$ cat src/rtl/core/sqbc_pkg.sv
// Shared types and codes for the send queue batch completion unit.
// Used by the channel interfaces, the ring memory, the sequencer and the top level.
package sqbc_pkg;

  localparam int DEF_MAX_BATCH   = 64;
  localparam int DEF_QUEUE_DEPTH = 64;

  // Width of the count fields that travel on the ports and in status.
  localparam int COUNT_FIELD_W = 7;

  localparam logic [2:0] FUNC_ENQUEUE   = 3'd0;
  localparam logic [2:0] FUNC_BYTES     = 3'd1;
  localparam logic [2:0] FUNC_NOT_READY = 3'd2;
  localparam logic [2:0] FUNC_ERROR     = 3'd3;
  localparam logic [2:0] FUNC_CANCEL    = 3'd4;

  localparam logic [1:0] KIND_ACK    = 2'd0;
  localparam logic [1:0] KIND_ANSWER = 2'd1;
  localparam logic [1:0] KIND_NONE   = 2'd2;

  localparam logic [2:0] STATUS_DONE        = 3'd0;
  localparam logic [2:0] STATUS_STREAM_ERR  = 3'd1;
  localparam logic [2:0] STATUS_NO_PROGRESS = 3'd2;
  localparam logic [2:0] STATUS_CANCELED    = 3'd3;
  localparam logic [2:0] STATUS_QUEUE_FULL  = 3'd4;
  localparam logic [2:0] STATUS_ACCEPTED    = 3'd5;

  typedef struct packed {
    logic [2:0]  func;
    logic [7:0]  send_tag;
    logic [31:0] send_length;
    logic [31:0] already_sent;
    logic [31:0] completion_bytes;
    logic [7:0]  error_number;
  } cmd_t;

  typedef struct packed {
    logic [1:0]               kind;
    logic [7:0]               answer_tag;
    logic [31:0]              sent_total;
    logic [2:0]               status;
    logic [7:0]               error_cause;
    logic [COUNT_FIELD_W-1:0] batch_count;
    logic [31:0]              head_remaining;
    logic                     last;
  } rsp_t;

  typedef struct packed {
    logic [7:0]  tag;
    logic [31:0] sent;
    logic [31:0] remaining;
  } entry_t;

  typedef struct packed {
    logic [COUNT_FIELD_W-1:0] entry_count;
    logic [COUNT_FIELD_W-1:0] in_flight;
  } seq_status_t;

  typedef enum logic [1:0] {
    S_IDLE,
    S_WALK,
    S_ISSUE,
    S_FINAL
  } seq_state_t;

endpackage

$ cat src/rtl/core/sqbc_ring.sv
// Ring storage of pending sends: one write port, one read port, registered read data.
// Depends on sqbc_pkg for the entry layout.
module sqbc_ring #(
  parameter int QUEUE_DEPTH = sqbc_pkg::DEF_QUEUE_DEPTH,
  parameter int IDX_W       = (QUEUE_DEPTH > 1) ? $clog2(QUEUE_DEPTH) : 1
) (
  input  logic               clk,
  input  logic               wr_en,
  input  logic [IDX_W-1:0]   wr_addr,
  input  sqbc_pkg::entry_t   wr_entry,
  input  logic               rd_en,
  input  logic [IDX_W-1:0]   rd_addr,
  output sqbc_pkg::entry_t   rd_entry
);
  import sqbc_pkg::*;

  entry_t mem [QUEUE_DEPTH];

  always_ff @(posedge clk) begin
    if (wr_en) begin
      mem[wr_addr] <= wr_entry;
    end
    // Read data holds while no read is issued.
    if (rd_en) begin
      rd_entry <= mem[rd_addr];
    end
  end

endmodule

$ cat config.mk
export PLATFORM = sky130hd
export DESIGN_NAME = sqbc_ring
export DESIGN_NICKNAME = d
export VERILOG_FILES = /design/src/rtl/core/sqbc_pkg.sv /design/src/rtl/core/sqbc_ring.sv
export SDC_FILE = /design/constraint.sdc
export NUM_CORES = 2
export LEC_CHECK = 0
export CAP_MARGIN = 5
export CORE_ASPECT_RATIO = 1.5
export CORE_UTILIZATION = 40
export DETAILED_ROUTE_END_ITERATION = 7
export DONT_BUFFER_PORTS = 1
export SLEW_MARGIN = 20
export SYNTH_ARGS = -nofsm -noshare
export SYNTH_HDL_FRONTEND = slang
export SYNTH_MEMORY_MAX_BITS = 65536
export SYNTH_SLANG_ARGS = --single-unit
$ cat constraint.sdc
create_clock -name clk -period 14.2 [get_ports clk]
set_clock_uncertainty 0.15 [all_clocks]
set_input_delay 0.71 -clock clk [delete_from_list [all_inputs] [get_ports clk]]
set_output_delay 0.71 -clock clk [all_outputs]
set_load 0.005 [all_outputs]
# Word-level counts from Yosys, hierarchy flattened
# Memory sizes are Yosys's and may differ from the RTL's. A register that Yosys moved wholly into a read port is not among the register bits.
# Index checks and enable logic that the tools add are counted.
# word_totals
memories	1
register_bits	0
output_inout_bits	72
ram_bits	4608
# op_classes
muxes	2
# mem_list
name	depth	width	read_ports	rd_ports_with_merged_regs	wr	line_no	source
mem	64	72	1	1	1	sqbc_ring.sv:17	entry_t mem [QUEUE_DEPTH];
# ops
operator	count
1-bit two-way mux	2

# Logic depth before layout (Yosys ltp)
# logic_depth
ltp_word	2
mapped_depth	8
mapped_depth_nobuf	4

# Worst setup path after synthesis
# OpenSTA, ideal clock, no wires.
# synth_path
path_type	input to register
startpoint	in wr_addr[3]
endpoint	mem mem[48][0] (netlist bit), enable pin
n_path_buf	1
setup_time_ns	0.590
slack_ns	7.341
stages	4
arrival_ns	6.118
t_required_ns	13.460
cell_sequence	clkbuf_1 > nor2b_1 > nand4b_1 > nor3_1
# synth_lines
element	line_no	source
start, declared	sqbc_ring.sv:9	input logic [IDX_W-1:0] wr_addr,
end, declared	sqbc_ring.sv:17	
# Straight into the memory's write port.

==> summary.md <==
| Metric | Value |
|---|---|
| Initial antenna violation count | 31 |
| Outcome | complete, no violations |
| Post-layout min period | 4.684 ns |
| Synth Area per Inst | 24.08 µm² |
| Tcrit/Tclk final | 32.99% |
| Most frequent CP cell | buf_4 |
| Fin Setup TNS | 0 ns |
| Worst hold margin | 0.05483 ns |
| Commonest non-fill, non-tap cell in the layout | edfxtp_1 |
| Clk Latency, worst-skew pair | 0.97 ns |
| Starting DRT DRC Count | 12.59k |
| Layout cells sized above 1 | 26.74% |
| Crit path cell chain | buf_16 -> and2_4 -> buf_4 -> buf_4 -> buf_4 -> a22oi_1 -> nand3_1 -> o211a_1 |
| PostCTS Resize Cnt | 0 |
| Area Overhead vs Synth | 14.04% |
| GRT overflow | 0 |
| Hold Fails Final Rpt | 0 |
| Max VDD drop | 0.1222 mV |
| Post-DRT Antenna Nets | 0 |
| CTS Buf Count | 421 |
| Top delay family on crit path | buffers and inverters |
| Buf/Inv on CP | 4 |
| RSZ-0062 raised after global routing | false |
| Synthesized instance count | 7305 |
| Die Wd | 543.5 µm |
| Max Fclk | 0.2135 GHz |
| First-pass GRT wire length | 729900 µm |
| Filler Cells Inserted | 35.72k |
| Slew Limit Fails | 0 |
| Io pins | 159 |
| Min-Delay Path Class | input port to register |
| CTS Root Cell | clkbuf_16 |
| Startpoint types | input port |
| Layout net count | 7777 |
| Final GP Congestion | 0.7670 |
| CP Capture Type | register |
| Die height | 814.3 µm |
| H-tree depth | 5 |
| DIE AREA | 442500 µm² |
| Leakage | 61.42 nW |
| DP Worst Slack | 8.614 ns |
| Flops & latches, synth | 4680 |
| Final WS setup | 9.516 ns |
| Layout Cells excl Fill | 13.88k |
| Cell Area, Placed | 184100 µm² |
| Postcts setup bufs | 0 |
| Post-route cell area | 200600 µm² |
| Number of max-cap violations | 0 |
| Util after Layout | 45.91% |
| Routed vias | 86.22k |
| Clock slew at reported path FFs | 0.07 ns |
| WS Path Type | input port to register |
| Relative slew margins | 20.00% |
| Port-buffer cells | 0 |
| Clock buffer depth | 4 |
| EDFF count, synth | 4680 |
| Rows | 297 |
| Netlist cell types | 26 |
| First-pass DRT Iterations | 6 |
| Syn_nets | 7392 |
| Power Density | 141.2 nW/µm² |
| Total track usage | 24.11% |
| Worst path required time | 14.80 ns |
| # placed instances | 12.94k |
| Worst EP arrival | 5.28 ns |
| Commonest cells after routing, fill and taps aside | edfxtp_1, mux4_2, clkbuf_16, a22oi_1, buf_4 |
| Vias in the first global route | 86.84k |
| CTS tree | built |
| Worst Tran Pin Value | 1.200 ns |
| DR vias/cell | 6.212 |
| HPWL after detailed placement | 273100 µm |
| CTS sink cnt | 4680 |
| CP max stage cell | buf_4 |
| CP peak stage delay | 0.74 ns |
| Starting Density | 40.26% |
| Synth Flop Type | edfxtp_1 |
| Ys Warns | 0 |
| Worst-path fanout max | 115 |
| Core area | 437000 µm² |
| Final wirelength | 537800 µm |
| Pin count of the biggest net entering global routing | 386 |
| Drt drc | 0 |
| Area of the mapped netlist | 175900 µm² |
| Pwr Total | 28.34 mW |
| Avg WL per Cell | 38.75 µm |
| Post-synthesis async set-or-reset flop share | 0% |
| Seq/Total Area, Yosys | 79.88% |
| Finish-stage setup viols | 0 |
==> registers in the layout, indices dropped and copies added (netlist names) <==
register  flops
mem        4608
rd_entry     72
==> cell families after synthesis <==
| kind of cell | count (synthesis) | share of synthesized area, % |
|---|---|---|
| AOI/OAI and AO/OA | 630 | 2.727 |
| buffers and inverters | 418 | 1.155 |
| DFF | 4680 | 79.88 |
| muxes | 1260 | 15.36 |
| and+or+nand+nor | 317 | 0.8783 |
==> layer usage <==
| metal | vias to the layer above | share of wire (%) | track usage (%) |
|---|---|---|---|
| met5 | - | 0.0097 | 0 |
| met4 | 8 | 4.3 | 9.237 |
| met3 | 1045 | 9.2 | 3.920 |
| met2 | 5111 | 51 | 41.28 |
| met1 | 47470 | 36 | 30.71 |
| li1 | 32580 | - | - |
==> path summary, 6_finish.rpt <==
path                       end  cells after the start        start  slack, ns
setup / recovery  rd_entry[21]                      8   rd_addr[2]       9.52
hold / removal    rd_entry[71]                      3   rd_addr[5]       0.05
setup reg to reg  rd_entry[17]                      4   mem[2][17]      11.93
hold reg to reg   rd_entry[20]                      4  mem[46][20]       0.74
==> synthesized netlist by cell type (all sizes together) (2+ instances only) <==
library cell	n	area share, %
or3	3	0.011
nand3	128	0.36
buf	275	0.85
nor3	2	0.0057
edfxtp	4680	80
a211oi	72	0.31
o221ai	54	0.27
o22ai	144	0.51
clkbuf	143	0.31
nand2	8	0.017
mux2i	108	0.61
nor2	120	0.26
nor2b	9	0.032
nand2b	9	0.032
o211a	72	0.41
nand3b	26	0.11
nand4	2	0.0071
or3b	4	0.020
or2	2	0.0071
and2	3	0.011
a22oi	288	1.2
mux4	1152	15
==> worst reg2reg max path, cell delays in order, from the launching register on <==
cell,delay [ns]
edfxtp_1,0.37
mux4_2,0.48
a22oi_1,0.41
nand3_1,0.28
o211a_1,0.30
==> report_power, final <==
| part | switching (mW) | internal (mW) | total (mW) |
|---|---|---|---|
| Combinational | 0.818 | 0.508 | 1.33 |
| Sequential | 0.0700 | 15.3 | 15.4 |
| Clock | 5.11 | 6.51 | 11.6 |
| Total | 6.00 | 22.3 | 28.3 |
==> layout make-up <==
class | count | area (µm²) | area share (%)
clock buffers | 494 | 10980 | 5.472
flip-flops and latches | 4680 | 140500 | 70.05
diodes | 12 | 30.03 | 0.01497
repair buffers | 380 | 5037 | 2.511
clock inverters | 277 | 2811 | 1.401
well taps | 5830 | 7295 | 3.636
multi-input cells | 2207 | 33950 | 16.92
==> what timing repair did <==
item | CTS | global route
endpoints found under the setup margin | 0 | 0
hold buffers | 149 | 0
endpoints found under the hold margin | 4679 | 0
(Power assumes the default switching activity.)
