File: config.mk
export PLATFORM = sky130hd
export DESIGN_NAME = sqbc_seq_flat
export DESIGN_NICKNAME = d
export VERILOG_FILES = /design/src/rtl/core/sqbc_pkg.sv /design/src/rtl/core/sqbc_if.sv /design/src/rtl/core/sqbc_seq.sv /design/src/flat_wrapper.sv
export SDC_FILE = /design/constraint.sdc
export NUM_CORES = 1
export LEC_CHECK = 0
export CORE_ASPECT_RATIO = 1.5
export CORE_MARGIN = 3
export CORE_UTILIZATION = 60
export DETAILED_ROUTE_END_ITERATION = 10
export DONT_BUFFER_PORTS = 1
export PLACE_DENSITY_LB_ADDON = 0.2
export SLEW_MARGIN = 20
export SYNTH_ARGS = -nofsm -noshare
export SYNTH_HDL_FRONTEND = slang
export SYNTH_SLANG_ARGS = --single-unit
File: constraint.sdc
create_clock -name clk -period 6.5 [get_ports clk]
set_clock_uncertainty 0.05 [all_clocks]
set_input_delay 0.325 -clock clk [delete_from_list [all_inputs] [get_ports clk]]
set_output_delay 0.325 -clock clk [all_outputs]
set_load 0.005 [all_outputs]
File: src/rtl/core/sqbc_pkg.sv
// Shared types and codes for the send queue batch completion unit.
// Used by the channel interfaces, the ring memory, the sequencer and the top level.
package sqbc_pkg;

  localparam int DEF_MAX_BATCH   = 64;
  localparam int DEF_QUEUE_DEPTH = 64;

  // Width of the count fields that travel on the ports and in status.
  localparam int COUNT_FIELD_W = 7;

  localparam logic [2:0] FUNC_ENQUEUE   = 3'd0;
  localparam logic [2:0] FUNC_BYTES     = 3'd1;
  localparam logic [2:0] FUNC_NOT_READY = 3'd2;
  localparam logic [2:0] FUNC_ERROR     = 3'd3;
  localparam logic [2:0] FUNC_CANCEL    = 3'd4;

  localparam logic [1:0] KIND_ACK    = 2'd0;
  localparam logic [1:0] KIND_ANSWER = 2'd1;
  localparam logic [1:0] KIND_NONE   = 2'd2;

  localparam logic [2:0] STATUS_DONE        = 3'd0;
  localparam logic [2:0] STATUS_STREAM_ERR  = 3'd1;
  localparam logic [2:0] STATUS_NO_PROGRESS = 3'd2;
  localparam logic [2:0] STATUS_CANCELED    = 3'd3;
  localparam logic [2:0] STATUS_QUEUE_FULL  = 3'd4;
  localparam logic [2:0] STATUS_ACCEPTED    = 3'd5;

  typedef struct packed {
    logic [2:0]  func;
    logic [7:0]  send_tag;
    logic [31:0] send_length;
    logic [31:0] already_sent;
    logic [31:0] completion_bytes;
    logic [7:0]  error_number;
  } cmd_t;

  typedef struct packed {
    logic [1:0]               kind;
    logic [7:0]               answer_tag;
    logic [31:0]              sent_total;
    logic [2:0]               status;
    logic [7:0]               error_cause;
    logic [COUNT_FIELD_W-1:0] batch_count;
    logic [31:0]              head_remaining;
    logic                     last;
  } rsp_t;

  typedef struct packed {
    logic [7:0]  tag;
    logic [31:0] sent;
    logic [31:0] remaining;
  } entry_t;

  typedef struct packed {
    logic [COUNT_FIELD_W-1:0] entry_count;
    logic [COUNT_FIELD_W-1:0] in_flight;
  } seq_status_t;

  typedef enum logic [1:0] {
    S_IDLE,
    S_WALK,
    S_ISSUE,
    S_FINAL
  } seq_state_t;

endpackage

File: src/rtl/core/sqbc_if.sv
// Valid/ready channel interfaces for command words and result words.
// Depends on sqbc_pkg for the payload structs.
interface sqbc_cmd_if;
  import sqbc_pkg::*;
  logic valid;
  logic ready;
  cmd_t data;
  modport source(output valid, output data, input ready);
  modport sink(input valid, input data, output ready);
endinterface


File: src/rtl/core/sqbc_seq.sv
// Sequencer: walks one ring entry per cycle unless stalled; keeps head, count, batch size.
// Depends on sqbc_pkg and the command interface; drives the ring and the result register.
module sqbc_seq #(
  parameter int MAX_BATCH   = sqbc_pkg::DEF_MAX_BATCH,
  parameter int QUEUE_DEPTH = sqbc_pkg::DEF_QUEUE_DEPTH,
  parameter int IDX_W       = (QUEUE_DEPTH > 1) ? $clog2(QUEUE_DEPTH) : 1,
  parameter int CNT_W       = $clog2(QUEUE_DEPTH + 1)
) (
  input  logic                  clk,
  input  logic                  rst,
  sqbc_cmd_if.sink              cmd,
  input  logic                  out_valid,
  input  logic                  out_ready,
  output logic                  push,
  output sqbc_pkg::rsp_t        push_word,
  output logic                  wr_en,
  output logic [IDX_W-1:0]      wr_addr,
  output sqbc_pkg::entry_t      wr_entry,
  output logic                  rd_en,
  output logic [IDX_W-1:0]      rd_addr,
  input  sqbc_pkg::entry_t      rd_entry,
  output sqbc_pkg::seq_status_t status
);
  import sqbc_pkg::*;

  localparam int SUM_W = CNT_W + 1;

  seq_state_t state, state_next;

  logic [2:0]       op_func;
  logic [31:0]      op_bytes;
  logic [7:0]       op_cause;

  logic [IDX_W-1:0] head;
  logic [CNT_W-1:0] count;
  logic [CNT_W-1:0] in_flight;
  logic [CNT_W-1:0] walk_left;
  logic [CNT_W-1:0] issued;
  logic             walk_first;
  logic             held_valid;
  rsp_t             held;

  logic             cmd_fire;
  logic             out_free;
  logic             step;
  logic             queue_full;
  logic             walk_start;
  logic [SUM_W-1:0] slot_sum;
  logic [IDX_W-1:0] enq_slot;
  logic [IDX_W-1:0] head_inc;
  logic [31:0]      taken;
  logic [32:0]      sent_sum;
  logic [31:0]      new_sent;
  logic             partial;
  logic             no_prog;
  logic             has_res;
  logic             walk_end;
  logic             need_issue;
  logic [CNT_W-1:0] batch_size;
  rsp_t             walk_res;
  rsp_t             ack_word;

  assign cmd.ready  = (state == S_IDLE);
  assign cmd_fire   = cmd.valid && cmd.ready;
  assign out_free   = !out_valid || out_ready;
  assign step       = (state == S_WALK) && (!held_valid || out_free);
  assign queue_full = (32'(count) >= QUEUE_DEPTH);

  assign slot_sum = SUM_W'(head) + SUM_W'(count);
  assign enq_slot = (slot_sum >= SUM_W'(QUEUE_DEPTH)) ?
                    IDX_W'(slot_sum - SUM_W'(QUEUE_DEPTH)) : IDX_W'(slot_sum);
  assign head_inc = (32'(head) == QUEUE_DEPTH - 1) ? '0 : head + 1'b1;

  // Walk starts when the command has entries to answer.
  always_comb begin
    case (cmd.data.func)
      FUNC_BYTES, FUNC_ERROR: walk_start = (in_flight != '0);
      FUNC_CANCEL:            walk_start = (count != '0);
      default:                walk_start = 1'b0;
    endcase
  end

  always_comb begin
    ack_word            = '0;
    ack_word.kind       = KIND_ACK;
    ack_word.answer_tag = cmd.data.send_tag;
    ack_word.sent_total = cmd.data.already_sent;
    ack_word.status     = queue_full ? STATUS_QUEUE_FULL : STATUS_ACCEPTED;
  end

  // Byte spreading for the entry whose read data is present.
  assign taken    = (op_bytes < rd_entry.remaining) ? op_bytes : rd_entry.remaining;
  assign sent_sum = {1'b0, rd_entry.sent} + {1'b0, taken};
  assign new_sent = sent_sum[32] ? '1 : sent_sum[31:0];
  assign partial  = (taken != rd_entry.remaining);
  assign no_prog  = walk_first && (op_bytes == '0) && (rd_entry.remaining != '0);

  always_comb begin
    walk_res             = '0;
    walk_res.kind        = KIND_ANSWER;
    walk_res.answer_tag  = rd_entry.tag;
    has_res              = 1'b1;
    walk_end             = (walk_left == CNT_W'(1));
    case (op_func)
      FUNC_BYTES: begin
        if (no_prog) begin
          walk_res.sent_total = rd_entry.sent;
          walk_res.status     = STATUS_NO_PROGRESS;
          walk_end            = 1'b1;
        end else begin
          walk_res.sent_total = new_sent;
          walk_res.status     = STATUS_DONE;
          has_res             = !partial;
          walk_end            = partial || (walk_left == CNT_W'(1));
        end
      end
      FUNC_ERROR: begin
        walk_res.sent_total  = rd_entry.sent;
        walk_res.status      = STATUS_STREAM_ERR;
        walk_res.error_cause = op_cause;
      end
      default: begin
        walk_res.status = STATUS_CANCELED;
      end
    endcase
  end

  assign need_issue = (in_flight == '0) && (count != '0);
  assign batch_size = (32'(count) < MAX_BATCH) ? count : CNT_W'(MAX_BATCH);

  // Next state.
  always_comb begin
    state_next = state;
    case (state)
      S_IDLE: begin
        if (cmd_fire) begin
          state_next = walk_start ? S_WALK : S_ISSUE;
        end
      end
      S_WALK: begin
        if (step && walk_end) begin
          state_next = S_ISSUE;
        end
      end
      S_ISSUE: state_next = S_FINAL;
      S_FINAL: begin
        if (out_free) begin
          state_next = S_IDLE;
        end
      end
      default: state_next = S_IDLE;
    endcase
  end

  // Outputs to the ring and the result register.
  always_comb begin
    push      = 1'b0;
    push_word = held;
    wr_en     = 1'b0;
    wr_addr   = head;
    wr_entry  = '0;
    rd_en     = 1'b0;
    rd_addr   = head;
    case (state)
      S_IDLE: begin
        if (cmd_fire) begin
          if (cmd.data.func == FUNC_ENQUEUE && !queue_full) begin
            wr_en              = 1'b1;
            wr_addr            = enq_slot;
            wr_entry.tag       = cmd.data.send_tag;
            wr_entry.sent      = cmd.data.already_sent;
            wr_entry.remaining = cmd.data.send_length;
          end
          rd_en = walk_start;
        end
      end
      S_WALK: begin
        if (step) begin
          if (op_func == FUNC_BYTES && !no_prog && partial) begin
            // The send where the count stops keeps its remainder at the head.
            wr_en              = 1'b1;
            wr_entry.tag       = rd_entry.tag;
            wr_entry.sent      = new_sent;
            wr_entry.remaining = rd_entry.remaining - taken;
          end
          push    = has_res && held_valid;
          rd_en   = !walk_end;
          rd_addr = head_inc;
        end
      end
      S_ISSUE: begin
        rd_en = need_issue;
      end
      S_FINAL: begin
        push = out_free;
        if (!held_valid) begin
          push_word      = '0;
          push_word.kind = KIND_NONE;
        end
        push_word.last           = 1'b1;
        push_word.batch_count    = COUNT_FIELD_W'(issued);
        push_word.head_remaining = (issued != '0) ? rd_entry.remaining : '0;
      end
      default: ;
    endcase
  end

  always_ff @(posedge clk) begin
    if (rst) begin
      state      <= S_IDLE;
      head       <= '0;
      count      <= '0;
      in_flight  <= '0;
      issued     <= '0;
      held_valid <= 1'b0;
    end else begin
      state <= state_next;
      case (state)
        S_IDLE: begin
          if (cmd_fire) begin
            op_func    <= cmd.data.func;
            op_bytes   <= cmd.data.completion_bytes;
            op_cause   <= cmd.data.error_number;
            walk_first <= 1'b1;
            walk_left  <= (cmd.data.func == FUNC_CANCEL) ? count : in_flight;
            issued     <= '0;
            case (cmd.data.func)
              FUNC_ENQUEUE: begin
                held_valid <= 1'b1;
                held       <= ack_word;
                if (!queue_full) begin
                  count <= count + 1'b1;
                end
              end
              // Every completion and a cancel end the outstanding batch.
              FUNC_BYTES, FUNC_NOT_READY, FUNC_ERROR, FUNC_CANCEL: in_flight <= '0;
              default: ;
            endcase
          end
        end
        S_WALK: begin
          if (step) begin
            walk_first <= 1'b0;
            walk_left  <= walk_left - 1'b1;
            if (op_func == FUNC_BYTES && !no_prog) begin
              op_bytes <= op_bytes - taken;
            end
            if (has_res) begin
              held_valid <= 1'b1;
              held       <= walk_res;
              head       <= head_inc;
              count      <= count - 1'b1;
            end
          end
        end
        S_ISSUE: begin
          if (need_issue) begin
            issued    <= batch_size;
            in_flight <= batch_size;
          end
        end
        S_FINAL: begin
          if (out_free) begin
            held_valid <= 1'b0;
          end
        end
        default: ;
      endcase
    end
  end

  assign status.entry_count = COUNT_FIELD_W'(count);
  assign status.in_flight   = COUNT_FIELD_W'(in_flight);

endmodule

File: src/flat_wrapper.sv
// flat-port wrapper written by rule: the top's interface ports become plain ports
module sqbc_seq_flat import sqbc_pkg::*;
#(
  parameter int MAX_BATCH   = sqbc_pkg::DEF_MAX_BATCH,
  parameter int QUEUE_DEPTH = sqbc_pkg::DEF_QUEUE_DEPTH,
  parameter int IDX_W       = (QUEUE_DEPTH > 1) ? $clog2(QUEUE_DEPTH) : 1,
  parameter int CNT_W       = $clog2(QUEUE_DEPTH + 1)
)
  (clk, rst, out_valid, out_ready, push, push_word, wr_en, wr_addr, wr_entry, rd_en, rd_addr, rd_entry, status, cmd_valid, cmd_data, cmd_ready);
  sqbc_cmd_if cmd_i ();
  input  logic clk;
  input  logic rst;
  input  logic out_valid;
  input  logic out_ready;
  output logic push;
  output sqbc_pkg::rsp_t push_word;
  output logic wr_en;
  output logic [IDX_W-1:0] wr_addr;
  output sqbc_pkg::entry_t wr_entry;
  output logic rd_en;
  output logic [IDX_W-1:0] rd_addr;
  input  sqbc_pkg::entry_t rd_entry;
  output sqbc_pkg::seq_status_t status;
  input wire logic [$bits(cmd_i.valid)-1:0] cmd_valid;
  input wire logic [$bits(cmd_i.data)-1:0] cmd_data;
  output wire logic [$bits(cmd_i.ready)-1:0] cmd_ready;
  assign cmd_i.valid = cmd_valid;
  assign cmd_i.data = cmd_data;
  assign cmd_ready = cmd_i.ready;
  sqbc_seq #(.MAX_BATCH(MAX_BATCH), .QUEUE_DEPTH(QUEUE_DEPTH), .IDX_W(IDX_W), .CNT_W(CNT_W)) u_core (.clk(clk), .rst(rst), .cmd(cmd_i), .out_valid(out_valid), .out_ready(out_ready), .push(push), .push_word(push_word), .wr_en(wr_en), .wr_addr(wr_addr), .wr_entry(wr_entry), .rd_en(rd_en), .rd_addr(rd_addr), .rd_entry(rd_entry), .status(status));
endmodule
# Word-level counts from Yosys, hierarchy flattened

Index checks and enable logic that the tools add are counted.

Flip-flop bits (word level): 174
Bits of input ports: 192
Output and inout bits: 195
Logic and storage cells: 174

$add $sub $neg: 9
Order comparisons: 4
Eq/ne operators: 22
Muxes and demuxes: 77
Bitwise gates (word level): 1
Reduce and logical (&&, ||, !) cells: 42

Operator list:

| cell                  | number |
|---|---|
| $mux W93              | 6 |
| $mux W72              | 4 |
| $mux W32              | 6 |
| $pmux W93 S2          | 1 |
| $pmux W72 S2          | 1 |
| $pmux W32 S2          | 2 |
| $mux W7               | 13 |
| $sub A32 B32 Y32      | 2 |
| $pmux W7 S2           | 4 |
| $mux W6               | 7 |
| $mux W35              | 1 |
| $add A32 B32 Y33      | 1 |
| $logic_not A32 Y1     | 1 |
| $lt A32 B32 Y1        | 1 |
| $ne A32 B32 Y1        | 1 |
| $reduce_bool A32 Y1   | 1 |
| $reduce_bool A7 Y1    | 3 |
| $mux W1               | 19 |
| $reduce_and A6 Y1     | 3 |
| $sub A7 B1 Y7 const B | 2 |
| $ne A2 B2 Y1 const B  | 6 |
| $reduce_and A3 Y1     | 4 |
| $logic_and A1 B1 Y1   | 10 |
| $eq A3 B2 Y1 const B  | 3 |
| 32 further kinds      | 53 |

# Depth between registers and ports, before layout

Word-level depth: 9
Gate-level depth with buffers: 26
Mapped depth without buffers: 22

# Least setup slack after synthesis

No wires, ideal clock.

Path kind: reg-to-reg
From: reg u_core.op_bytes[22]
To: reg u_core.held[40] in the netlist's numbering (enable)
Setup time: 479 ps
Arrival: 6442 ps
Required time: 5971 ps
Path slack: -471 ps
Cell stages (with the launch flop): 21
Buffers on the path: 4
Period minus slack after synthesis: 6971 ps
Cell sequence: edfxtp_1 -> ha_1 -> nand4_1 -> or3_1 -> a211o_1 -> a31oi_1 -> nor2_1 -> clkbuf_1 -> clkbuf_1 -> o21ai_0 -> inv_1 -> ha_1 -> clkbuf_1 -> nand4_1 -> nor2_1 -> nand4_1 -> inv_1 -> o31ai_2 -> and2_1 -> clkbuf_2 -> a21oi_1

Longest elaborated chain between the ends: 8
Elaborated cells on any way between the ends: 11
Those cells by class: order compare (1); eq/ne (2); mux (3); reduce/logical (5)

Ends and longest elaborated chain:

| what                          | RTL line        | RTL |
|---|---|---|
| from (decl)                   | sqbc_seq.sv:31  | `logic [31:0] op_bytes;` |
| from (signal assigned)        | sqbc_seq.sv:222 | `op_bytes <= cmd.data.completion_bytes;` |
| from (signal assigned)        | sqbc_seq.sv:246 | `op_bytes <= op_bytes - taken;` |
| $lt A32 B32 Y1                | sqbc_seq.sv:92  | `assign taken = (op_bytes < rd_entry.remaining) ? op_bytes : rd_entry.remaining;` |
| $mux W32                      | sqbc_seq.sv:92  |  |
| $ne A32 B32 Y1                | sqbc_seq.sv:95  | `assign partial = (taken != rd_entry.remaining);` |
| $logic_not A1 Y1              | sqbc_seq.sv:113 | `has_res = !partial;` |
| $mux W1 *                     | sqbc_seq.sv:106 | `if (no_prog) begin` |
| $mux W1 *                     | sqbc_seq.sv:104 | `case (op_func)` |
| $ne A2 B1 Y1 (no line) *      | -               |  |
| $reduce_and A6 Y1 (no line) * | -               |  |
| to (signal assigned)          | sqbc_seq.sv:230 | `held <= ack_word;` |
| to (signal assigned)          | sqbc_seq.sv:250 | `held <= walk_res;` |
| to (decl)                     | sqbc_seq.sv:41  | `rsp_t held;` |

Every way passes the cells marked *; elsewhere a longest branch is shown, timed or not.
A chain may end at the register's enable or synchronous reset.

==> impl_metrics.ini <==
[logic_synthesis]
synth_seq_area_share_pct = 26.2
netlist_area_um2 = 14100
synth_top_area_cell = edfxtp_1
yosysWarnings = 0
ys_ff_latch = 133
yosysTopAreaCellShare_pct = 21.9
synth_area_per_cell_um2 = 8.04
synth_edf_count = 103
ys.flop_type = edfxtp_1
netlist_instances = 1753
synthTopCellsByArea = edfxtp_1 (22%), ha_1 (13%), nand2_1 (5.4%)
synth_nets = 2093
ys_async_sr_fraction_pct = 0
synth.distinct_cells = 77

[cts]
cts_tree = done
clock_tree.buffer_depth = 2
clock_sinks = 133
root_buffer = clkbuf_16
cts_buffers = 17
clk_latency_ns = 0.44
cts.htree.levels = 4
clk_pin_slew_worst_paths_ns = 0.06

[die]
row_count = 68
dieArea_um2 = 25400
ios = 387
coreArea_um2 = 23100
die_w_um = 131
initial_core_util_pct = 61.1
dieHeight_um = 194

[power_and_ir_drop]
ir_worst_vdd_v = 0.000297
powerDensity_nw_per_um2 = 499
leakage_nw = 6.16

[final_layout]
final_area_um2 = 15200
finish.utilization_pct = 65.8
nNetsFinal = 2072
drive_gt1_share_pct = 7.34
fill_cells = 2016
areaGrowthSynthToFinish_pct = 7.65

[worst_hold_path]
hold_path_depth = 1
min_to = u_core.op_bytes[28]
hp-class = in2reg
hp-start = cmd_data[36]

[worst_setup_path]
path_cells = ha_1 -> nand4_1 -> or3_1 -> a211o_1 -> a31oi_4 -> nor2_2 -> o21ai_1 -> ha_1 -> inv_1 -> fa_1 -> nor2b_1 -> o31a_1 -> o311a_1 -> a311o_1 -> a31oi_4 -> o211ai_1 -> o211a_1 -> buf_6 -> nor2_1 -> o21ai_0 -> buf_4
r2r-end = u_core.op_bytes[29]
cp.arrival_ns = 5.91
crit_type = reg2out
reg2reg_depth = 17
r2r_slack_ns = 0.62
crit_slowest_cell = edfxtp_1
cp_data_required_time_ns = 6.12
cpLargestDelayFamily = compound AO/OA/AOI/OAI gates
slowest_delay_ns = 0.45
startpoint_type = register
r2r-start = u_core.op_bytes[23]
cp_num_buf_inv = 3
end_kind = output port
path_max_fanout = 35

[global_routing]
grt_max_degree = 77
grtUsageTotal_pct = 37.7
antenna_found_initial = 3
grt-ovfl-total = 0
grt_first_pass_wirelength_mm = 75.4
grt_pass1_vias = 13600

[sta]
fin_crit_sh_pct = 96.8
hold_violations = 0
max-slew-margin-rel_pct = 24.8
layout_setup_ws_ns = 0.210
slew_violations = 0
holdWs_ns = 0.0370
fin_crit_ns = 6.29
tightest_slew_ns = 1.12
finalSetupViolCount = 0
fmax_mhz = 159

[placed_design]
dp.final_hpwl_mm = 39.7
io_buffers = 0
place_area_um2 = 14400
gp_congestion = 1.02
dp_slack_ns = 0.358

[run]
drv_cap = 0

[routing]
wirelength_mm = 50.2
avgRoutedWirePerCell_um = 24.4
vias_per_cell = 6.69
drt_iter0_markers = 1209
drc_errors = 0
num_vias = 13800
ant_nets = 0
drtPass1Iterations = 6

[outcome]
status = completed
==> repair_timing <==
item / 4_1_cts / 5_1_grt
hold buffers: 12 / 0
gates cloned: 0 / 2
hold endpoints to repair: 39 / 0
buffers inserted: 0 / 2
setup endpoints to repair: 14 / 72
pin swaps: 0 / 1
gates resized for setup: 2 / 18
==> state kept, by name, indices dropped and copies added (netlist names) <==
signal	cells
u_core.count	7
u_core.head	6
u_core.held	52
u_core.held_valid	1
u_core.in_flight	7
u_core.issued	7
u_core.op_bytes	32
u_core.op_cause	8
u_core.op_func	3
u_core.state	2
u_core.walk_first	1
u_core.walk_left	7
==> layout make-up <==
| cell class | instances | area (µm²) | area share [%] |
|---|---|---|---|
| antenna | 3 | 7.51 | 0.0495 |
| clock buffer | 17 | 425 | 2.80 |
| clock inverter | 15 | 168 | 1.11 |
| inverter | 99 | 372 | 2.45 |
| multi-input combinational | 1442 | 9770 | 64.4 |
| sequential | 133 | 3690 | 24.4 |
| tap | 315 | 394 | 2.60 |
| timing repair buffer | 39 | 343 | 2.26 |
==> cells in the final DEF (no fill, tap or decap), types with 29 or more instances in the layout <==
cell type,synthesis,routed
nand2_1,204,203
xor2_1,47,47
inv_1,98,98
ha_1,143,142
a32oi_1,29,29
a21o_1,39,39
edfxtp_1,103,103
dfxtp_1,30,30
nor2_1,103,102
o21ai_0,147,134
o21ai_1,50,63
and2_1,105,105
a21oi_1,116,115
xnor2_1,54,54
==> report_power, final <==
part           total (mW)  switching [mW]  leakage, nW  internal (mW)
clock network       0.996           0.422        0.287          0.575
logic                5.20            3.26         4.68           1.95
registers            1.37           0.171         1.19           1.20
==> worst max-delay path by stage <==
stage / from / end / slack (ns) / cells after the start
final: u_core.op_bytes[23] / wr_entry[34] / 0.21 / 21
after global routing: u_core.op_bytes[23] / wr_entry[34] / -0.02 / 21
after CTS: u_core.op_bytes[22] / wr_entry[23] / 0.03 / 18
after detailed placement: u_core.op_bytes[22] / wr_entry[57] / 0.36 / 21
after global placement: u_core.op_bytes[22] / u_core.op_bytes[26] / 0.56 / 18
after floorplan: u_core.op_bytes[22] / u_core.held[40] / 0.70 / 20
==> synth_stat cells, types with 18 or more instances <==
cell type,number
a211oi_1,20
a21o_1,39
a21oi_1,116
a32oi_1,29
and2_1,105
clkbuf_1,67
dfxtp_1,30
edfxtp_1,103
ha_1,143
inv_1,98
mux2_2,27
mux2i_1,28
nand2_1,204
nand3_1,28
nand4_1,19
nor2_1,103
nor2b_1,21
nor3_1,29
nor4_1,18
o21ai_0,147
o21ai_1,50
xnor2_1,54
xor2_1,47
==> cells by family after synthesis <==
group | share of synthesized area [%]
AO/OA/AOI/OAI | 23.7
AND/OR/NAND/NOR | 21.2
flip-flops | 26.2
adder cells (fa/ha/maj) | 13.4
XOR/XNOR | 6.28
multiplexers | 4.15
buffers and inverters | 5.04
==> metal layers <==
| metal | GRT usage [%] | vias to the layer above | routed length, µm |
|---|---|---|---|
| met5 | 0 | - | 0 |
| met4 | 23.2 | 0 | 3630 |
| met3 | 8.20 | 206 | 4250 |
| met2 | 69.5 | 843 | 25600 |
| met1 | 38.6 | 6405 | 16800 |
| li1 | - | 6346 | - |
==> per-stage QoR <==
step           cells  power (mW)  TNS, ns
2_1_floorplan   1753        5.09        0
3_3_place_gp    2012        6.37        0
3_5_place_dp    2012        6.43        0
4_1_cts         2056        7.46        0
5_1_grt         2063        8.09  -0.0205
6_report        2063        7.57        0
Power figures use the tool's default switching activity.
